`config.mk`:
```
export PLATFORM = sky130hd
export DESIGN_NAME = mstw_ctrl
export DESIGN_NICKNAME = d
export VERILOG_FILES = /design/src/rtl/core/mstw_pkg.sv /design/src/rtl/core/mstw_ctrl.sv
export SDC_FILE = /design/constraint.sdc
export NUM_CORES = 1
export LEC_CHECK = 0
export BUFFER_PORTS_ARGS = -buffer_cell sky130_fd_sc_hd__buf_4
export CORE_AREA = 5 5 42 44
export CTS_CLUSTER_SIZE = 24
export DETAILED_ROUTE_END_ITERATION = 12
export DIE_AREA = 0 0 47 49
export PLACE_DENSITY = 0.66
export SLEW_MARGIN = 25
export SYNTH_ARGS = -nofsm -noshare
export SYNTH_HDL_FRONTEND = slang
export SYNTH_SLANG_ARGS = --single-unit
```
`constraint.sdc`:
```
create_clock -name clk_i -period 1.55 [get_ports clk_i]
set_input_delay 0.155 -clock clk_i [delete_from_list [all_inputs] [get_ports clk_i]]
set_output_delay 0.155 -clock clk_i [all_outputs]
set_load 0.05 [all_outputs]
```
`src/rtl/core/mstw_pkg.sv`:
```
// Shared types, codes and sizes of the sample table walker.
// No dependencies.
`timescale 1ns / 1ps
package mstw_pkg;

  localparam int RUN_DEPTH   = 64;
  localparam int CHUNK_DEPTH = 1024;
  localparam int SIZE_DEPTH  = 4096;
  localparam int TIME_DEPTH  = 64;

  localparam int RUN_AW   = $clog2(RUN_DEPTH);
  localparam int CHUNK_AW = $clog2(CHUNK_DEPTH);
  localparam int SIZE_AW  = $clog2(SIZE_DEPTH);
  localparam int TIME_AW  = $clog2(TIME_DEPTH);
  localparam int RUN_CW   = $clog2(RUN_DEPTH + 1);
  localparam int CHUNK_CW = $clog2(CHUNK_DEPTH + 1);
  localparam int SIZE_CW  = $clog2(SIZE_DEPTH + 1);
  localparam int TIME_CW  = $clog2(TIME_DEPTH + 1);

  localparam logic [2:0] FUNC_CLEAR  = 3'd0;
  localparam logic [2:0] FUNC_RUN    = 3'd1;
  localparam logic [2:0] FUNC_CHUNK  = 3'd2;
  localparam logic [2:0] FUNC_SIZE   = 3'd3;
  localparam logic [2:0] FUNC_TIME   = 3'd4;
  localparam logic [2:0] FUNC_NEXT   = 3'd5;

  localparam logic [2:0] ST_LOADED     = 3'd0;
  localparam logic [2:0] ST_GIVEN      = 3'd1;
  localparam logic [2:0] ST_FULL       = 3'd2;
  localparam logic [2:0] ST_NOMORE     = 3'd3;
  localparam logic [2:0] ST_CHUNKS_OUT = 3'd4;
  localparam logic [2:0] ST_MISSING    = 3'd5;

  typedef struct packed {
    logic [2:0]  func;
    logic [63:0] value_a;
    logic [31:0] value_b;
  } in_t;

  typedef struct packed {
    logic [2:0]  status;
    logic [63:0] sample_offset;
    logic [31:0] sample_length;
    logic [63:0] sample_time;
    logic [31:0] sample_duration;
    logic [11:0] sample_index;
  } res_t;

  typedef enum logic [3:0] {
    S_IDLE, S_CHUNK, S_RUN_RD, S_RUN_CMP, S_CHUNK_LOAD,
    S_SIZE, S_TIME, S_TIME_LOAD, S_GIVE
  } state_e;

  typedef struct packed {
    logic       load;
    logic       emit;
    logic [2:0] emit_code;
    logic       chunk_start;
    logic       run_rd;
    logic       run_cmp;
    logic       chunk_load;
    logic       size_rd;
    logic       size_use;
    logic       time_rd;
    logic       time_load;
    logic       give;
  } cmd_t;

  typedef struct packed {
    logic missing;
    logic nomore;
    logic left_zero;
    logic chunks_out;
    logic run_stop;
    logic run_last;
    logic time_need;
  } stat_t;

endpackage

```
`src/rtl/core/mstw_ctrl.sv`:
```
// Sequencer of the sample table walker: walks chunks, runs, sizes and time runs.
// Depends on mstw_pkg.
`timescale 1ns / 1ps
module mstw_ctrl (
  input  logic           clk_i,
  input  logic           rst_ni,
  input  logic           start_i,
  input  logic [2:0]     func_i,
  input  mstw_pkg::stat_t stat_i,
  output mstw_pkg::cmd_t  cmd_o,
  output logic           busy_o
);
  import mstw_pkg::*;

  state_e state_q, state_d;

  always_ff @(posedge clk_i or negedge rst_ni) begin
    if (!rst_ni) begin
      state_q <= S_IDLE;
    end else begin
      state_q <= state_d;
    end
  end

  always_comb begin
    state_d = state_q;
    unique case (state_q)
      S_IDLE: begin
        if (start_i && func_i == FUNC_NEXT && !stat_i.missing && !stat_i.nomore) begin
          state_d = S_CHUNK;
        end
      end
      S_CHUNK: begin
        if (stat_i.left_zero) begin
          state_d = stat_i.chunks_out ? S_IDLE : S_RUN_RD;
        end else begin
          state_d = S_SIZE;
        end
      end
      S_RUN_RD:     state_d = S_RUN_CMP;
      S_RUN_CMP: begin
        if (stat_i.run_stop || stat_i.run_last) begin
          state_d = S_CHUNK_LOAD;
        end else begin
          state_d = S_RUN_RD;
        end
      end
      S_CHUNK_LOAD: state_d = S_CHUNK;
      S_SIZE:       state_d = S_TIME;
      S_TIME:       state_d = stat_i.time_need ? S_TIME_LOAD : S_GIVE;
      S_TIME_LOAD:  state_d = S_TIME;
      S_GIVE:       state_d = S_IDLE;
      default:      state_d = S_IDLE;
    endcase
  end

  always_comb begin
    cmd_o = '0;
    unique case (state_q)
      S_IDLE: begin
        if (start_i) begin
          if (func_i < FUNC_NEXT) begin
            cmd_o.load = 1'b1;
          end else if (func_i == FUNC_NEXT) begin
            if (stat_i.missing) begin
              cmd_o.emit      = 1'b1;
              cmd_o.emit_code = ST_MISSING;
            end else if (stat_i.nomore) begin
              cmd_o.emit      = 1'b1;
              cmd_o.emit_code = ST_NOMORE;
            end
          end
        end
      end
      S_CHUNK: begin
        if (stat_i.left_zero) begin
          if (stat_i.chunks_out) begin
            cmd_o.emit      = 1'b1;
            cmd_o.emit_code = ST_CHUNKS_OUT;
          end else begin
            cmd_o.chunk_start = 1'b1;
          end
        end else begin
          cmd_o.size_rd = 1'b1;
        end
      end
      S_RUN_RD:     cmd_o.run_rd = 1'b1;
      S_RUN_CMP:    cmd_o.run_cmp = 1'b1;
      S_CHUNK_LOAD: cmd_o.chunk_load = 1'b1;
      S_SIZE:       cmd_o.size_use = 1'b1;
      S_TIME:       cmd_o.time_rd = stat_i.time_need;
      S_TIME_LOAD:  cmd_o.time_load = 1'b1;
      S_GIVE:       cmd_o.give = 1'b1;
      default:      cmd_o = '0;
    endcase
  end

  assign busy_o = (state_q != S_IDLE);
endmodule

```
==> results.txt <==
- Outcome: complete, but fails checks
* Violations in the final reports: setup timing
- For this design, the slowest cell found on the critical path is dfrtp_2.
* Worst vdd ir: 0.0009425 V
- Register ranked first by flip-flop count: state_q
- Clock Sinks: 4
- The worst pin sits at a relative slew slack of 0.8148.
- Floorplan die width: 47 um
* Final cell count without fillers: 107
- The final number of max-transition violations came to 0.
* Signed area change from the synthesized netlist to the final layout: 117.3%
* Number of global-route vias before repair: 474
* Number of filler cells placed in the layout: 118
* Final Power: 1.619 mW
* GRT Total Usage: 0.1188
* Share of cells above drive strength 1: 0.6374
- Starting density of the core: 0.2786
- At the end of the flow the core is filled with cells to 0.6054.
- Endpoints failing hold: 0
- Buffer levels on the longest clock path: 2
- I/O pin count: 28
- Data on the critical path is required at its endpoint by 1390 ps.
- Register cell area after layout: 101.3 um^2
* Cell Chain, Critical Path: nor4_4, nand2_2, nor3b_4, buf_6
- The worst setup path is captured at an output port.
* Largest fanout on the critical path: 4
- Post-Synthesis Net Count: 64
- The routed layout has 533 vias.
- Largest net degree at the start of global routing: 13
- TritonCTS built the clock tree.
- Congestion Overflow GR: 0
- After floorplanning, the core was sized to cover 1401 um^2.
- HPWL after detailed placement: 978.2 um
- Clock latency reported for the late side of the worst-skew pair: 230 ps
- The biggest area contributor in the post-synthesis netlist is dfrtp_1.
- Once detail routing completed, the nets flagged for antenna violations numbered 0.
* Number of enable flip-flop cells after synthesis: 0
* Drt pass-1 iters: 4
* Via count normalized by instance count: 4.981
* Netlist area before placement: 390.4 um^2
- DRC violation count after routing: 0
- Count of unique library cells instantiated by Yosys: 25
- In the final routed layout, each cell accounts on average for 12.64 um.
* Standby leakage power: 0.3925 nW
* Max-cap check violation count: 0
* RD Place Congestion: 0.8056
- During synthesis, Yosys emitted a total of 0 warnings.
- After synthesis, the share of flip-flops with an asynchronous set or reset is 1.000.
- Launching element type of the critical path: flop
- Setup repair after global routing missed its margin: true
- Clock transition time at the flip-flop clock pins of the worst setup and hold paths: 40 ps
* Transition time at the pin with the least slew margin: 276.8 ps
- After routing, the total negative slack on setup checks comes to -314.7 ps.
- Flip-flop count of the largest register after layout: 4
* Most frequent standard cell in the layout excluding fill and tap cells: buf_4
- Clock skew: 1.215 ps
* WP data arrival: 1490 ps
- Pwr per Cell Area: 1908 nW/um^2
- Synth Flop Type: dfrtp_1
* Cts bufs inserted: 3
- Height of the chip: 49 um
* Crit Path Class: flop to output port
- Setup violations remaining at the end of the flow were counted as 6.
* Die footprint: 2303 um^2
- The placed instances occupy a cell area of 673.1 um^2.
- Multi-input logic area: 341.6 um^2
- Once layout is done, the placed cells without fillers occupy 848.3 um^2.
- Mean instance size in the synthesized netlist: 7.654 um^2
* Max incr delay on CP: 430 ps
- In the layout the commonest cells are buf_4, buf_6, o21ai_0, a21oi_1.
- Synthesis-stage register bit count: 4
* Number of antenna violations at the first check in global routing: 0
- Synthesis produced a netlist whose cell count is 51.
- Largest regs: state_q x4
- Buffers placed on the I/O ports in this run total 27.
- N_diodes: 0
* Share of the synthesized area in the top cell type: 0.2564
- By area the synthesized netlist is led by dfrtp_1, nor4b_1, o21ai_0.
- Setup slack of the critical path after layout: -91.66 ps
- The path class of the tightest hold or removal check is input pin to flop.
- The root buffer cell chosen for the clock tree is clkbuf_4.
- Count of placed standard cells including taps: 98
- Subtracting the final worst setup slack from the clock period gives 1642 ps.
- The first global-routing pass estimated 2042 um of wire.
* H-Tree Depth: 1
- The net count of the finished layout is 106.
- The share of the Yosys chip area taken by registers is 0.2564.
- Wires add up to 1352 um.
- Detailed router's first-iteration violation count: 10
* Achievable Freq: 609.1 MHz
- Final worst-path cycle share: 1.059
- In this run the core area contains 14 standard-cell rows.
[routing by layer]
| metal | track usage | part of all wire |
|---|---|---|
| met1 | 0.1470 | 0.40 |
| met2 | 0.1878 | 0.55 |
| met3 | 0.02583 | 0.048 |
| met4 | 0.05530 | 0 |
| met5 | 0 | 0 |
[critical path: cells and delay by family (launching register included)]
family / cells / cell delay (ps)
buffers and inverters: 1 / 180
DFF: 1 / 430
and+or+nand+nor: 3 / 640
[stage by stage]
| step | hold WS (ps) | setup WS [ps] |
|---|---|---|
| after floorplan | -140.6 | -359.3 |
| after global placement | -47.69 | 162.9 |
| after detailed placement | -47.26 | 145.0 |
| after CTS | 108.2 | -89.38 |
| after global routing | 114.9 | -197.8 |
| final | 117.1 | -91.66 |
[area by class of cell]
cell class                 count  share of cell area
clock buffer                   3             0.02655
inverter                       3             0.01327
multi-input combinational     42              0.4027
sequential                     4              0.1195
tap                           16             0.02360
timing repair buffer          39              0.4145
[kinds of logic after synthesis]
kind of cell           share of synthesized area
AND/OR/NAND/NOR                           0.4648
flip-flops                                0.2564
buffers and inverters                    0.06089
AO/OA/AOI/OAI                             0.2180
[synthesized netlist by cell type (2+ instances only)]
cell type  number
nor3_1          3
dfrtp_1         4
nand3_1         2
inv_1           3
nor4b_1         3
nand2_1         3
nand2b_1        2
a21oi_1         4
o32ai_1         2
nor2_1          6
o21ai_0         5
[final timing paths]
path	startpoint	end	slack [ps]	depth (start not counted)
max in group asynchronous	rst_ni	state_q[2]	1180	2
worst max-delay path	state_q[2]	cmd_o[10]	-90	4
worst min-delay path	stat_i[0]	state_q[3]	120	2
worst max register to register	state_q[0]	state_q[1]	200	6
min in group asynchronous	rst_ni	state_q[2]	260	2
worst min register to register	state_q[3]	state_q[0]	680	2
[power breakdown]
group	switching [mW]	internal, mW	leakage, nW	total [mW]
logic	0.744	0.535	0.330	1.28
registers	0.0601	0.154	0.0486	0.214
clock network	0.0391	0.0864	0.0138	0.125
total	0.843	0.776	0.393	1.62
[repair_timing]
| item | 4_1_cts | 5_1_grt |
|---|---|---|
| endpoints found under the setup margin | 9 | 12 |
| hold buffers | 1 | 0 |
| setup buffers | 0 | 5 |
| gates resized for setup | 11 | 16 |
| hold endpoints to repair | 4 | 0 |
| pin swaps | 3 | 8 |
Power figures use the tool's default switching activity.
